--- src/hdl/pci_pkg.sv ---
package pci_pkg;

   // Field widths fixed by the interface.
   localparam int EventWidth  = 16;
   localparam int TimeWidth   = 32;
   localparam int SampleWidth = 16;
   localparam int SumWidth    = 29;
   localparam int CountWidth  = 13;
   localparam int MarginWidth = 16;
   localparam int CsrWidth    = 32;
   localparam int CsrIdxWidth = 3;

   // Largest count the counters can hold.
   localparam int CountLimit = 8191;

   // Default window capacity.
   localparam int MaxSamplesDefault = 4096;

   // Depth of the queue between front and back.
   localparam int QueueDepth = 2;

   // Width of the scaled pedestal product and of the divider.
   localparam int DivWidth = SumWidth + CountWidth + 1;

   // Saturation bounds of a charge.
   localparam logic signed [SumWidth-1:0] ChargeMax = {1'b0, {(SumWidth-1){1'b1}}};
   localparam logic signed [SumWidth-1:0] ChargeMin = {1'b1, {(SumWidth-1){1'b0}}};

   // Configuration register indexes.
   typedef enum logic [CsrIdxWidth-1:0] {
      CSR_PED_START    = 3'd0,
      CSR_PED_END      = 3'd1,
      CSR_SIGNAL_START = 3'd2,
      CSR_SIGNAL_END   = 3'd3,
      CSR_PULSE_START  = 3'd4,
      CSR_PULSE_END    = 3'd5,
      CSR_RISE_MARGIN  = 3'd6,
      CSR_MIN_START    = 3'd7
   } csr_index_type;

   // Input command codes.
   localparam logic CMD_SAMPLE = 1'b0;
   localparam logic CMD_FLUSH  = 1'b1;

   // Snapshot of a finished event, handed from front to back.
   typedef struct packed {
      logic [EventWidth-1:0]      event_id;
      logic signed [SumWidth-1:0] ped_sum_first;
      logic signed [SumWidth-1:0] ped_sum_second;
      logic signed [SumWidth-1:0] signal_sum;
      logic signed [SumWidth-1:0] pulse_sum;
      logic [CountWidth-1:0]      ped_count;
      logic [CountWidth-1:0]      signal_count;
      logic [CountWidth-1:0]      pulse_count;
      logic [TimeWidth-1:0]       rise_time;
      logic                       rise_seen;
   } event_type;

   // Queue status seen by the front and the back.
   typedef struct packed {
      logic full;
      logic empty;
   } queue_status_type;

endpackage

--- src/hdl/pulse_charge_integrator_top.sv ---
// Pulse charge integrator. Samples arrive on the req_ ports and are accepted
// one per cycle while full is low; each sample is folded into at most one of its
// event's pedestal, signal or pulse window sums in the cycle it is accepted. A
// change of event id, or a flush command, hands the finished event to a
// two-entry queue; its result then appears on the rsp_ ports, the baseline
// charges coming out of a restoring divider that produces one quotient bit per
// cycle. Samples keep flowing while events are divided; full rises only when
// the queue holds two finished events, so events that arrive faster than they
// are divided stall the input. Configuration is written through csr_ while the
// block is idle, a rule on the user that the block itself does not enforce.
module pulse_charge_integrator_top #(
   parameter int MAX_SAMPLES = pci_pkg::MaxSamplesDefault
) (
   input  logic                                    clock,
   input  logic                                    reset,
   input  logic                                    csr_write,
   input  logic [pci_pkg::CsrIdxWidth-1:0]         csr_index,
   input  logic [pci_pkg::CsrWidth-1:0]            csr_data,
   input  logic                                    push,
   output logic                                    full,
   input  logic                                    req_command,
   input  logic [pci_pkg::EventWidth-1:0]          req_event_id,
   input  logic [pci_pkg::TimeWidth-1:0]           req_sample_time,
   input  logic signed [pci_pkg::SampleWidth-1:0]  req_signal_sample,
   input  logic signed [pci_pkg::SampleWidth-1:0]  req_pulse_sample,
   output logic                                    empty,
   input  logic                                    pop,
   output logic [pci_pkg::EventWidth-1:0]          rsp_done_event,
   output logic signed [pci_pkg::SumWidth-1:0]     rsp_charge_signal,
   output logic signed [pci_pkg::SumWidth-1:0]     rsp_charge_pulse,
   output logic [pci_pkg::TimeWidth-1:0]           rsp_return_time,
   output logic                                    rsp_return_found,
   output logic                                    rsp_baseline_valid
);

   pci_pkg::queue_status_type status;
   pci_pkg::event_type        emit_data;
   pci_pkg::event_type        head;
   logic                      emit;
   logic                      take;
   logic                      accept;

   assign full   = status.full;
   assign accept = push && !status.full;

   pci_front #(.MAX_SAMPLES(MAX_SAMPLES)) u_front (
      .clock         (clock),
      .reset         (reset),
      .csr_write     (csr_write),
      .csr_index     (csr_index),
      .csr_data      (csr_data),
      .accept        (accept),
      .command       (req_command),
      .event_id      (req_event_id),
      .sample_time   (req_sample_time),
      .signal_sample (req_signal_sample),
      .pulse_sample  (req_pulse_sample),
      .emit          (emit),
      .emit_data     (emit_data)
   );

   pci_fifo u_fifo (
      .clock     (clock),
      .reset     (reset),
      .push      (emit),
      .push_data (emit_data),
      .pop       (take),
      .pop_data  (head),
      .status    (status)
   );

   pci_back u_back (
      .clock          (clock),
      .reset          (reset),
      .status         (status),
      .entry          (head),
      .take           (take),
      .pop            (pop),
      .empty          (empty),
      .done_event     (rsp_done_event),
      .charge_signal  (rsp_charge_signal),
      .charge_pulse   (rsp_charge_pulse),
      .return_time    (rsp_return_time),
      .return_found   (rsp_return_found),
      .baseline_valid (rsp_baseline_valid)
   );

endmodule

--- src/hdl/pci_fifo.sv ---
module pci_fifo (
   input  logic                    clock,
   input  logic                    reset,
   input  logic                    push,
   input  pci_pkg::event_type      push_data,
   input  logic                    pop,
   output pci_pkg::event_type      pop_data,
   output pci_pkg::queue_status_type status
);

   localparam int PtrWidth = $clog2(pci_pkg::QueueDepth);

   pci_pkg::event_type          mem_ff [pci_pkg::QueueDepth];
   logic [PtrWidth-1:0]         wr_ptr_ff;
   logic [PtrWidth-1:0]         rd_ptr_ff;
   logic [PtrWidth:0]           count_ff;
   logic                        do_push;
   logic                        do_pop;

   assign status.full  = (count_ff == (PtrWidth+1)'(pci_pkg::QueueDepth));
   assign status.empty = (count_ff == '0);
   assign do_push      = push && !status.full;
   assign do_pop       = pop && !status.empty;
   assign pop_data     = mem_ff[rd_ptr_ff];

   // Storage is written only; pointers and fill count are control state.
   always_ff @(posedge clock) begin
      if (do_push) begin
         mem_ff[wr_ptr_ff] <= push_data;
      end
   end

   always_ff @(posedge clock) begin
      if (reset) begin
         wr_ptr_ff <= '0;
         rd_ptr_ff <= '0;
         count_ff  <= '0;
      end else begin
         if (do_push) begin
            wr_ptr_ff <= (wr_ptr_ff == PtrWidth'(pci_pkg::QueueDepth - 1)) ? '0 : wr_ptr_ff + 1'b1;
         end
         if (do_pop) begin
            rd_ptr_ff <= (rd_ptr_ff == PtrWidth'(pci_pkg::QueueDepth - 1)) ? '0 : rd_ptr_ff + 1'b1;
         end
         count_ff <= count_ff + (PtrWidth+1)'(do_push) - (PtrWidth+1)'(do_pop);
      end
   end

endmodule

--- src/hdl/pci_front.sv ---
module pci_front #(
   parameter int MAX_SAMPLES = pci_pkg::MaxSamplesDefault
) (
   input  logic                                 clock,
   input  logic                                 reset,
   input  logic                                 csr_write,
   input  logic [pci_pkg::CsrIdxWidth-1:0]      csr_index,
   input  logic [pci_pkg::CsrWidth-1:0]         csr_data,
   input  logic                                 accept,
   input  logic                                 command,
   input  logic [pci_pkg::EventWidth-1:0]       event_id,
   input  logic [pci_pkg::TimeWidth-1:0]        sample_time,
   input  logic signed [pci_pkg::SampleWidth-1:0] signal_sample,
   input  logic signed [pci_pkg::SampleWidth-1:0] pulse_sample,
   output logic                                 emit,
   output pci_pkg::event_type                   emit_data
);

   localparam int CountCap = (MAX_SAMPLES < pci_pkg::CountLimit) ? MAX_SAMPLES
                                                                 : pci_pkg::CountLimit;
   localparam logic [pci_pkg::CountWidth-1:0] CapValue = pci_pkg::CountWidth'(CountCap);

   // Configuration registers.
   logic [pci_pkg::TimeWidth-1:0]   ped_start_ff, ped_end_ff;
   logic [pci_pkg::TimeWidth-1:0]   sig_start_ff, sig_end_ff;
   logic [pci_pkg::TimeWidth-1:0]   pls_start_ff, pls_end_ff;
   logic [pci_pkg::MarginWidth-1:0] margin_ff;
   logic signed [pci_pkg::SampleWidth-1:0] min_start_ff;

   // Event state.
   pci_pkg::event_type                     ev_ff, ev_in, base;
   logic                                   open_ff, open_in;
   logic signed [pci_pkg::SampleWidth-1:0] min_ff, min_in, base_min;
   logic                                   opening;
   logic                                   in_ped, in_sig, in_pls;
   logic signed [pci_pkg::SampleWidth+1:0] rise_limit;

   // Configuration writes.
   always_ff @(posedge clock) begin
      if (reset) begin
         ped_start_ff <= '0;
         ped_end_ff   <= '0;
         sig_start_ff <= '0;
         sig_end_ff   <= '0;
         pls_start_ff <= '0;
         pls_end_ff   <= '0;
         margin_ff    <= '0;
         min_start_ff <= 16'sh7FFF;
      end else if (csr_write) begin
         case (pci_pkg::csr_index_type'(csr_index))
            pci_pkg::CSR_PED_START:    ped_start_ff <= csr_data;
            pci_pkg::CSR_PED_END:      ped_end_ff   <= csr_data;
            pci_pkg::CSR_SIGNAL_START: sig_start_ff <= csr_data;
            pci_pkg::CSR_SIGNAL_END:   sig_end_ff   <= csr_data;
            pci_pkg::CSR_PULSE_START:  pls_start_ff <= csr_data;
            pci_pkg::CSR_PULSE_END:    pls_end_ff   <= csr_data;
            pci_pkg::CSR_RISE_MARGIN:  margin_ff    <= csr_data[pci_pkg::MarginWidth-1:0];
            pci_pkg::CSR_MIN_START:    min_start_ff <= $signed(csr_data[pci_pkg::SampleWidth-1:0]);
            default: ;
         endcase
      end
   end

   // A new event opens on the first sample after reset or a flush, or on a change of id.
   assign opening = !open_ff || (event_id != ev_ff.event_id);
   assign emit    = accept && open_ff && ((command == pci_pkg::CMD_FLUSH) ||
                                          (event_id != ev_ff.event_id));
   assign emit_data = ev_ff;

   assign in_ped = (ped_start_ff < sample_time) && (sample_time < ped_end_ff);
   assign in_sig = (sig_start_ff < sample_time) && (sample_time < sig_end_ff);
   assign in_pls = (pls_start_ff < sample_time) && (sample_time < pls_end_ff);

   // Accumulate one sample onto the open or the freshly cleared event.
   always_comb begin
      base     = ev_ff;
      base_min = min_ff;
      if (opening) begin
         base          = '0;
         base.event_id = event_id;
         base_min      = min_start_ff;
      end
      ev_in    = base;
      min_in   = (pulse_sample < base_min) ? pulse_sample : base_min;
      rise_limit = 18'(min_in) + $signed({2'b00, margin_ff});
      if (!base.rise_seen && (18'(pulse_sample) > rise_limit)) begin
         ev_in.rise_time = sample_time;
         ev_in.rise_seen = 1'b1;
      end
      if (in_ped) begin
         if (base.ped_count < CapValue) begin
            ev_in.ped_sum_first  = base.ped_sum_first  + pci_pkg::SumWidth'(signal_sample);
            ev_in.ped_sum_second = base.ped_sum_second + pci_pkg::SumWidth'(pulse_sample);
            ev_in.ped_count      = base.ped_count + 1'b1;
         end
      end else if (in_sig) begin
         if (base.signal_count < CapValue) begin
            ev_in.signal_sum   = base.signal_sum + pci_pkg::SumWidth'(signal_sample);
            ev_in.signal_count = base.signal_count + 1'b1;
         end
      end else if (in_pls) begin
         if (base.pulse_count < CapValue) begin
            ev_in.pulse_sum   = base.pulse_sum + pci_pkg::SumWidth'(pulse_sample);
            ev_in.pulse_count = base.pulse_count + 1'b1;
         end
      end
      open_in = (command == pci_pkg::CMD_SAMPLE) ? 1'b1 : 1'b0;
   end

   // The open flag updates on every accepted item, the event registers on every accepted sample.
   always_ff @(posedge clock) begin
      if (reset) begin
         open_ff <= 1'b0;
         ev_ff   <= '0;
         min_ff  <= 16'sh7FFF;
      end else if (accept) begin
         open_ff <= open_in;
         if (command == pci_pkg::CMD_SAMPLE) begin
            ev_ff  <= ev_in;
            min_ff <= min_in;
         end
      end
   end

endmodule

--- src/hdl/pci_back.sv ---
module pci_back (
   input  logic                                  clock,
   input  logic                                  reset,
   input  pci_pkg::queue_status_type             status,
   input  pci_pkg::event_type                    entry,
   output logic                                  take,
   input  logic                                  pop,
   output logic                                  empty,
   output logic [pci_pkg::EventWidth-1:0]        done_event,
   output logic signed [pci_pkg::SumWidth-1:0]   charge_signal,
   output logic signed [pci_pkg::SumWidth-1:0]   charge_pulse,
   output logic [pci_pkg::TimeWidth-1:0]         return_time,
   output logic                                  return_found,
   output logic                                  baseline_valid
);

   localparam int DW = pci_pkg::DivWidth;
   localparam int CW = pci_pkg::CountWidth;
   localparam int SW = pci_pkg::SumWidth;
   localparam int StepWidth = $clog2(DW + 1);

   typedef enum logic [2:0] {
      ST_IDLE,
      ST_MUL,
      ST_PREP,
      ST_DIV,
      ST_FIN
   } state_type;

   state_type                 state_ff;
   pci_pkg::event_type        job_ff;
   logic signed [DW-1:0]      prod_ff [2];
   logic [DW-1:0]             quo_ff  [2];
   logic [CW:0]               rem_ff  [2];
   logic                      neg_ff  [2];
   logic [StepWidth-1:0]      step_ff;
   logic                      out_valid_ff;
   logic                      out_free;
   logic [CW:0]               trial   [2];
   logic signed [DW+1:0]      result  [2];
   logic signed [SW-1:0]      charge  [2];
   logic signed [SW-1:0]      sums    [2];

   assign take     = (state_ff == ST_IDLE) && !status.empty;
   assign empty    = !out_valid_ff;
   assign out_free = !out_valid_ff || pop;
   assign sums[0]  = job_ff.signal_sum;
   assign sums[1]  = job_ff.pulse_sum;

   // Signed quotient minus the window sum, saturated to the charge range.
   always_comb begin
      for (int i = 0; i < 2; i++) begin
         trial[i]  = {rem_ff[i][CW-1:0], quo_ff[i][DW-1]};
         result[i] = (neg_ff[i] ? -$signed({2'b00, quo_ff[i]}) : $signed({2'b00, quo_ff[i]}))
                     - (DW+2)'(sums[i]);
         if (result[i] > (DW+2)'(pci_pkg::ChargeMax)) begin
            charge[i] = pci_pkg::ChargeMax;
         end else if (result[i] < (DW+2)'(pci_pkg::ChargeMin)) begin
            charge[i] = pci_pkg::ChargeMin;
         end else begin
            charge[i] = result[i][SW-1:0];
         end
      end
   end

   // Sequencer: multiply, take magnitude, divide one bit a cycle, deliver; no pedestal skips to deliver.
   always_ff @(posedge clock) begin
      if (reset) begin
         state_ff     <= ST_IDLE;
         out_valid_ff <= 1'b0;
         step_ff      <= '0;
      end else begin
         if (pop && out_valid_ff && (state_ff != ST_FIN)) begin
            out_valid_ff <= 1'b0;
         end
         case (state_ff)
            ST_IDLE: begin
               if (!status.empty) begin
                  job_ff   <= entry;
                  state_ff <= ST_MUL;
               end
            end
            ST_MUL: begin
               prod_ff[0] <= $signed(DW'(job_ff.ped_sum_first)) *
                             $signed({{(DW-CW){1'b0}}, job_ff.signal_count});
               prod_ff[1] <= $signed(DW'(job_ff.ped_sum_second)) *
                             $signed({{(DW-CW){1'b0}}, job_ff.pulse_count});
               state_ff   <= (job_ff.ped_count == '0) ? ST_FIN : ST_PREP;
            end
            ST_PREP: begin
               for (int i = 0; i < 2; i++) begin
                  neg_ff[i] <= prod_ff[i][DW-1];
                  quo_ff[i] <= (prod_ff[i][DW-1] ? DW'(-prod_ff[i]) : DW'(prod_ff[i]))
                               + DW'(job_ff.ped_count >> 1);
                  rem_ff[i] <= '0;
               end
               step_ff  <= '0;
               state_ff <= ST_DIV;
            end
            ST_DIV: begin
               for (int i = 0; i < 2; i++) begin
                  if (trial[i] >= {1'b0, job_ff.ped_count}) begin
                     rem_ff[i] <= trial[i] - {1'b0, job_ff.ped_count};
                     quo_ff[i] <= {quo_ff[i][DW-2:0], 1'b1};
                  end else begin
                     rem_ff[i] <= trial[i];
                     quo_ff[i] <= {quo_ff[i][DW-2:0], 1'b0};
                  end
               end
               step_ff <= step_ff + 1'b1;
               if (step_ff == StepWidth'(DW - 1)) begin
                  state_ff <= ST_FIN;
               end
            end
            ST_FIN: begin
               if (out_free) begin
                  out_valid_ff   <= 1'b1;
                  done_event     <= job_ff.event_id;
                  baseline_valid <= (job_ff.ped_count != '0);
                  charge_signal  <= (job_ff.ped_count != '0) ? charge[0] : '0;
                  charge_pulse   <= (job_ff.ped_count != '0) ? charge[1] : '0;
                  return_found   <= job_ff.rise_seen;
                  return_time    <= job_ff.rise_seen ? job_ff.rise_time : '0;
                  state_ff       <= ST_IDLE;
               end
            end
            default: state_ff <= ST_IDLE;
         endcase
      end
   end

   // A waiting result holds until it is taken.
   assert property (@(posedge clock) disable iff (reset)
      (out_valid_ff && !pop) |=> (out_valid_ff && $stable(charge_signal) && $stable(done_event)))
      else $error("waiting result changed before it was taken");

   // An event without pedestal reports zero charge.
   assert property (@(posedge clock) disable iff (reset)
      (out_valid_ff && !baseline_valid) |-> (charge_signal == '0 && charge_pulse == '0))
      else $error("nonzero charge without a baseline");

   // The divider never runs past its last step.
   assert property (@(posedge clock) disable iff (reset)
      (state_ff == ST_DIV) |-> (step_ff < StepWidth'(DW)))
      else $error("divider step out of range");

   // A queue entry is taken only when the sequencer is free.
   assert property (@(posedge clock) disable iff (reset)
      take |=> (state_ff == ST_MUL))
      else $error("queue entry taken while busy");

endmodule

--- config.mk ---
export PLATFORM = sky130hd
export DESIGN_NAME = pulse_charge_integrator_top
export DESIGN_NICKNAME = d
export VERILOG_FILES = /design/src/hdl/pci_pkg.sv /design/src/hdl/pulse_charge_integrator_top.sv /design/src/hdl/pci_fifo.sv /design/src/hdl/pci_front.sv /design/src/hdl/pci_back.sv
export SDC_FILE = /design/constraint.sdc
export NUM_CORES = 2
export LEC_CHECK = 0
export ABC_AREA = 0
export BUFFER_PORTS_ARGS = -buffer_cell sky130_fd_sc_hd__buf_2
export CORE_MARGIN = 2
export CORE_UTILIZATION = 35
export DETAILED_ROUTE_END_ITERATION = 10
export HOLD_SLACK_MARGIN = 0.08
export PLACE_DENSITY = 0.56
export SYNTH_ARGS = -nofsm -noshare
export SYNTH_HDL_FRONTEND = slang
export SYNTH_SLANG_ARGS = --single-unit
export TNS_END_PERCENT = 100
--- constraint.sdc ---
create_clock -name clock -period 52.8 [get_ports clock]
set_input_delay 2.64 -clock clock [delete_from_list [all_inputs] [get_ports clock]]
set_output_delay 2.64 -clock clock [all_outputs]
set_load 0.02 [all_outputs]
==> Yosys cells after proc, flatten, opt, wreduce, memory -nomap -nowiden <==
Memory sizes are Yosys's and may differ from the RTL's. A register that Yosys moved wholly into a read port is not among the register bits.
Index checks and enable logic that the tools add are counted.
{ "word_totals": {"regBits": 567, "ram_bits": 610, "out_inout_bits": 110, "memories": 5} }
{ "classes": {"add_sub_neg": 23, "mul": 2, "magnitude_cmp": 17, "eq_ne": 18, "mux": 72, "n_bitwise": 12, "n_reduce_logical": 43} }
{ "memory_table": {"columns": ["name", "words", "width", "rd", "rd_clocked_by_memory_dff", "wr", "line", "source"], "rows": [
  ["u_fifo.mem_ff", 2, 204, 1, 1, 1, "pci_fifo.sv:13", "pci_pkg::event_type mem_ff [pci_pkg::QueueDepth];"],
  ["u_back.prod_ff", 2, 43, 2, 0, 2, "pci_back.sv:32", "logic signed [DW-1:0] prod_ff [2];"],
  ["u_back.quo_ff", 2, 43, 2, 0, 2, "pci_back.sv:33", "logic [DW-1:0] quo_ff [2];"],
  ["u_back.rem_ff", 2, 14, 2, 0, 2, "pci_back.sv:34", "logic [CW:0] rem_ff [2];"],
  ["u_back.neg_ff", 2, 1, 2, 0, 2, "pci_back.sv:35", "logic neg_ff [2];"]
]} }
{ "op_table": {"columns": ["op", "n"], "rows": [
  ["$mux W43", 6],
  ["$mux W29", 7],
  ["$lt A32 B32 Y1", 6],
  ["$mux W188", 1],
  ["$mux W58", 3],
  ["$add A29 B16 Y29", 4],
  ["$mux W13", 7],
  ["$gt A45 B29 Y1 const B", 2],
  ["$lt A45 B29 Y1 const B", 2],
  ["$mux W45", 2],
  ["$neg A43 Y45", 2],
  ["$sub A45 B29 Y45", 2],
  ["$add A43 B12 Y43", 2],
  ["$mul A29 B14 Y43", 2],
  ["$neg A43 Y43", 2],
  ["$mux W14", 4],
  ["$mux W28", 2],
  ["$add A13 B1 Y13 const B", 3],
  ["$lt A13 B13 Y1 const B", 3],
  ["$mux W33", 1],
  ["$mux W16", 2],
  ["$mux W1", 30],
  ["$ge A14 B13 Y1", 2],
  ["$sub A14 B13 Y14", 2],
  ["other kinds (33)", 88]
]} }

==> Depth between registers and ports, before layout <==
{ "logic_depth": {"depth_word": 10, "mapped_depth": 44, "ltp_nobuf": 39} }

==> Modules after synthesis <==
From an unflattened synthesis, not the netlist that was laid out.
{ "hier_totals": {"cells_unflattened": 10119, "area_unflattened_um2": 100786.7} }
{ "modules_own_cells": {"columns": ["module", "instances", "cells_per_inst", "area_each_um2"], "rows": [
  ["pci_back", 1, 5827, 56610.5],
  ["pci_front", 1, 3629, 28546.1],
  ["pci_fifo", 1, 662, 15616.2],
  ["pulse_charge_integrator_top", 1, 1, 13.8]
]} }

==> Least setup slack after synthesis <==
Ideal clock, no wire load.
{ "synth_path": {"path_type": "input -> register", "startpoint": "input req_event_id[2] (netlist name)", "endpoint": "memory u_fifo.mem_ff[0][0] (netlist name) (enable)", "arrival_time_ps": 22214, "required_time_ps": 51532, "path_slack_ps": 29318, "cell_stages": 6, "cell_sequence": "xnor2_1 > nand4_1 > nor4_1 > clkbuf_1 > nor2b_1 > nor4_1"} }
{ "synth_via": {"elab_chain_cells": 6} }
{ "synth_rtl": {"columns": ["item", "line", "source"], "rows": [
  ["start, declared", "pulse_charge_integrator_top.sv:22", "input logic [pci_pkg::EventWidth-1:0] req_event_id,"],
  ["$ne A16 B16 Y1", "pci_front.sv:67", "(event_id != ev_ff.event_id));"],
  ["$logic_or A1 B1 Y1", "pci_front.sv:66", "assign emit = accept && open_ff && ((command == pci_pkg::CMD_FLUSH) ||"],
  ["$logic_and A1 B1 Y1", "pci_front.sv:66", null],
  ["$logic_and A1 B1 Y1", "pci_fifo.sv:22", "assign do_push = push && !status.full;"],
  ["$mux W1", "pci_fifo.sv:28", "if (do_push) begin"],
  ["$mux W1 (not written as such)", "pci_fifo.sv:29", "mem_ff[wr_ptr_ff] <= push_data;"],
  ["end, declared", "pci_fifo.sv:13", null]
]} }
No other way between the ends.

==> Final worst setup path <==
{ "layout_path": {"startpoint": "input req_event_id[1] (netlist name)", "endpoint": "register u_front.ev_ff, in the netlist u_front.emit_data[20]"} }
{ "layout_via": {"elab_chain_cells": 10, "elab_cells_between_ends": 13} }
{ "layout_rtl": {"columns": ["item", "line", "source"], "rows": [
  ["$ne A16 B16 Y1 (*)", "pci_front.sv:65", "assign opening = !open_ff || (event_id != ev_ff.event_id);"],
  ["$logic_or A1 B1 Y1 (*)", "pci_front.sv:65", null],
  ["$mux W16 (*)", "pci_front.sv:78", "if (opening) begin"],
  ["$lt A16 B16 Y1", "pci_front.sv:84", "min_in = (pulse_sample < base_min) ? pulse_sample : base_min;"],
  ["$mux W16 (*)", "pci_front.sv:84", null],
  ["net u_front.min_in (one bit)", "pci_front.sv:33", "logic signed [pci_pkg::SampleWidth-1:0] min_ff, min_in, base_min;"],
  ["$add A16 B17 Y18 (*)", "pci_front.sv:85", "rise_limit = 18'(min_in) + $signed({2'b00, margin_ff});"],
  ["$gt A16 B18 Y1 (*)", "pci_front.sv:86", "if (!base.rise_seen && (18'(pulse_sample) > rise_limit)) begin"],
  ["$logic_and A1 B1 Y1 (*)", "pci_front.sv:86", null],
  ["$reduce_bool A2 Y1 (no line)", null, null],
  ["$reduce_and A3 Y1 (no line)", null, null],
  ["end signal, assigned", "pci_front.sv:119", "ev_ff <= ev_in;"],
  ["end, declared", "pci_front.sv:31", "pci_pkg::event_type ev_ff, ev_in, base;"]
]} }
Mark *: on every way through the listed nets, which the timed path passes. The rest lies on a longest branch. The select of a mux whose other input is x is not followed.
A chain may end at the register's enable or synchronous reset.

==> impl_metrics.json <==
{
  "cts.sinks": 1379,
  "synth_seq_area_share_pct": 36.8,
  "arrival_ps": 12830,
  "dieWidth_um": 538,
  "endpoint_kind": "flop",
  "worstHoldPathType": "flop to flop",
  "hold_viol_final": 0,
  "finalMaxSlewViolations": 0,
  "skew_ps": 93.7,
  "tns_ps": 0,
  "grt_max_degree": 139,
  "final_common_cell": "nand2_1",
  "route.detailed.drc": 0,
  "cts_hold_buf": 0,
  "yosys_warnings": 0,
  "via_per_inst": 5.25,
  "max_freq_mhz": 82.8,
  "yosys-top-cells-area": "edfxtp_1 (28%), fa_1 (14%), dfxtp_1 (9.2%), ha_1 (8.7%), nand2_1 (4.6%)",
  "h-tree-depth": 4,
  "ant_nets": 0,
  "grt_pass1_vias": 74906,
  "yosys.area.top_type": "edfxtp_1",
  "synthArstFlopShare_pct": 0,
  "grt_overflow": 0,
  "cts_tree": "yes",
  "fin_crit_ps": 12080,
  "synth_seq_cells": 1379,
  "wl_per_cell_um": 20.2,
  "cap_violations": 0,
  "via_count": 73234,
  "synth_nets": 11563,
  "start_kind": "input pin",
  "multiInputGateArea_um2": 57700,
  "dp.cells": 13658,
  "crit_fanout": 63,
  "numCtsBuffers": 162,
  "ctsLongestPathBuffers": 4,
  "grt_first_pass_wirelength_um": 439000,
  "worstPathRequired_ps": 53540,
  "ys.flop_type": "edfxtp_1",
  "io_pins": 231,
  "finalCritPeriodShare_pct": 22.9,
  "root_buffer": "clkbuf_16",
  "clk_latency_ps": 870,
  "avgSynthCellArea_um2": 9.95,
  "initialDrtViolationCount": 5088,
  "layout.cells.most_common_list": "nand2_1 (1221), inv_1 (1003), edfxtp_1 (919)",
  "nets": 11579,
  "cpMaxStageDelayCell": "mux2_2",
  "layout.cells.non_filler": 13951,
  "relSlewSlack_pct": 10.1,
  "clk_pin_slew_ps": 60,
  "drive_above_1_share_pct": 9.44,
  "dp_hpwl_um": 211000,
  "ctsResizeCount": 0,
  "tightest_slew_ps": 1340,
  "core_area_um2": 285000,
  "synthesis.instances": 10044,
  "dieArea_um2": 290000,
  "synth-edff-count": 919,
  "crit_top_cell": "a21oi_1",
  "slowest_delay_ps": 710,
  "register_area_um2": 36800,
  "wirelength_um": 282000,
  "fillCellCount": 27872,
  "antenna_found_initial": 6,
  "portBuffers": 230,
  "rsz0062_at_grt": "false",
  "ys_types": 92,
  "yosysTopAreaCellShare_pct": 27.6,
  "drt_first_pass_iters": 6,
  "worstSetupPathType": "input pin to flop",
  "start_util_pct": 35.1,
  "grtUsageTotal_pct": 19.1,
  "area_growth_pct": 10.5,
  "rows": 196,
  "cts_setup_buffers": 0,
  "die_y_um": 538,
  "outcome": "finished, final reports clean",
  "setup_viol": 0,
  "netlist_area_um2": 100000,
  "gp_congestion": 0.890
}
through the flow:
stage	cell area, µm²	hold slack [ps]	util [%]	setup slack [ps]
2_1_floorplan	100000	400	-	29320
3_3_place_gp	105000	401	36.8	39900
3_5_place_dp	105000	405	36.8	39910
4_1_cts	110000	409	38.8	40720
5_1_grt	110000	421	38.8	39760
6_report	110000	409	38.8	40720
state kept, by name (all words and copies together), names as in the netlist, 32 cells and up:
register	cells
u_back.prod_ff	86
u_front.sig_end_ff	32
u_front.emit_data	204
u_front.pls_start_ff	32
u_front.sig_start_ff	32
u_back.job_ff	204
u_front.ped_end_ff	32
u_front.ped_start_ff	32
u_fifo.mem_ff	408
u_back.return_time	32
u_front.pls_end_ff	32
u_back.quo_ff	86
layout make-up:
| cell class | instances | share of cell area [%] |
|---|---|---|
| Timing Repair Buffer | 321 | 1.72 |
| Multi-Input combinational cell | 7187 | 52.3 |
| Inverter | 1009 | 3.43 |
| Clock inverter | 82 | 0.912 |
| Sequential cell | 1379 | 33.3 |
| Antenna cell | 6 | 0.0136 |
| Clock buffer | 205 | 4.05 |
| Tap cell | 3762 | 4.26 |
synthesized netlist by cell type, types with 27 or more instances:
cell,instances
and3_1,160
ha_1,697
or4_1,39
fa_1,701
xor2_1,144
o41ai_1,27
nand3_1,178
nor2b_1,61
xnor2_1,409
nand4_1,102
dfxtp_1,460
a22o_1,33
a31o_2,33
mux2_2,240
o21a_1,52
edfxtp_1,919
o31ai_1,83
nor2_1,451
clkbuf_1,435
a21o_1,214
a211oi_1,44
a31oi_1,47
o21bai_1,55
nand2_1,1223
nor4_1,39
nand2b_1,91
o21ai_0,295
or2_2,63
nor3_1,96
o211ai_1,47
or3_1,39
a22oi_1,72
inv_1,1007
and2_1,477
a21oi_1,688
cells by family after synthesis:
group           share of synthesized area (%)
simple gates                             15.1
compound gates                           12.0
buf+inv                                  5.58
fa+ha+maj                                22.8
flops                                    36.8
xor+xnor                                 4.85
mux                                      2.88
worst max-delay path, delay by kind of cell:
kind	cells	cell delay, ps
AOI/OAI and AO/OA	20	3990
buffers and inverters	5	1300
and+or+nand+nor	8	2080
adders and majority gates	3	820
xor gates and xnor gates	2	300
muxes	3	1550
routing by layer:
layer / vias to the layer above / wire (µm) / GRT usage [%]
li1: 34534 / - / -
met1: 36647 / 127000 / 25.5
met2: 1668 / 136000 / 32.8
met3: 385 / 12100 / 2.21
met4: 0 / 7360 / 5.04
met5: - / 0 / 0
path summary, 6_finish.rpt:
check	startpoint	to	slack, ps	depth (start not counted)
worst min-delay path	u_front.emit_data[28]$_SDFFE_PP0P_	u_fifo.mem_ff[1][28]$_DFFE_PP_	410	0
worst max register to register	u_front.emit_data[201]$_SDFFE_PP0P_	u_front.emit_data[20]$_SDFFE_PP0P_	42250	40
worst min register to register	u_front.emit_data[28]$_SDFFE_PP0P_	u_fifo.mem_ff[1][28]$_DFFE_PP_	410	0
worst max-delay path	req_event_id[1]	u_front.emit_data[20]$_SDFFE_PP0P_	40720	41
Power is not shown: default switching activity piles up to over one toggle a cycle in this logic, so the estimate is an artifact.
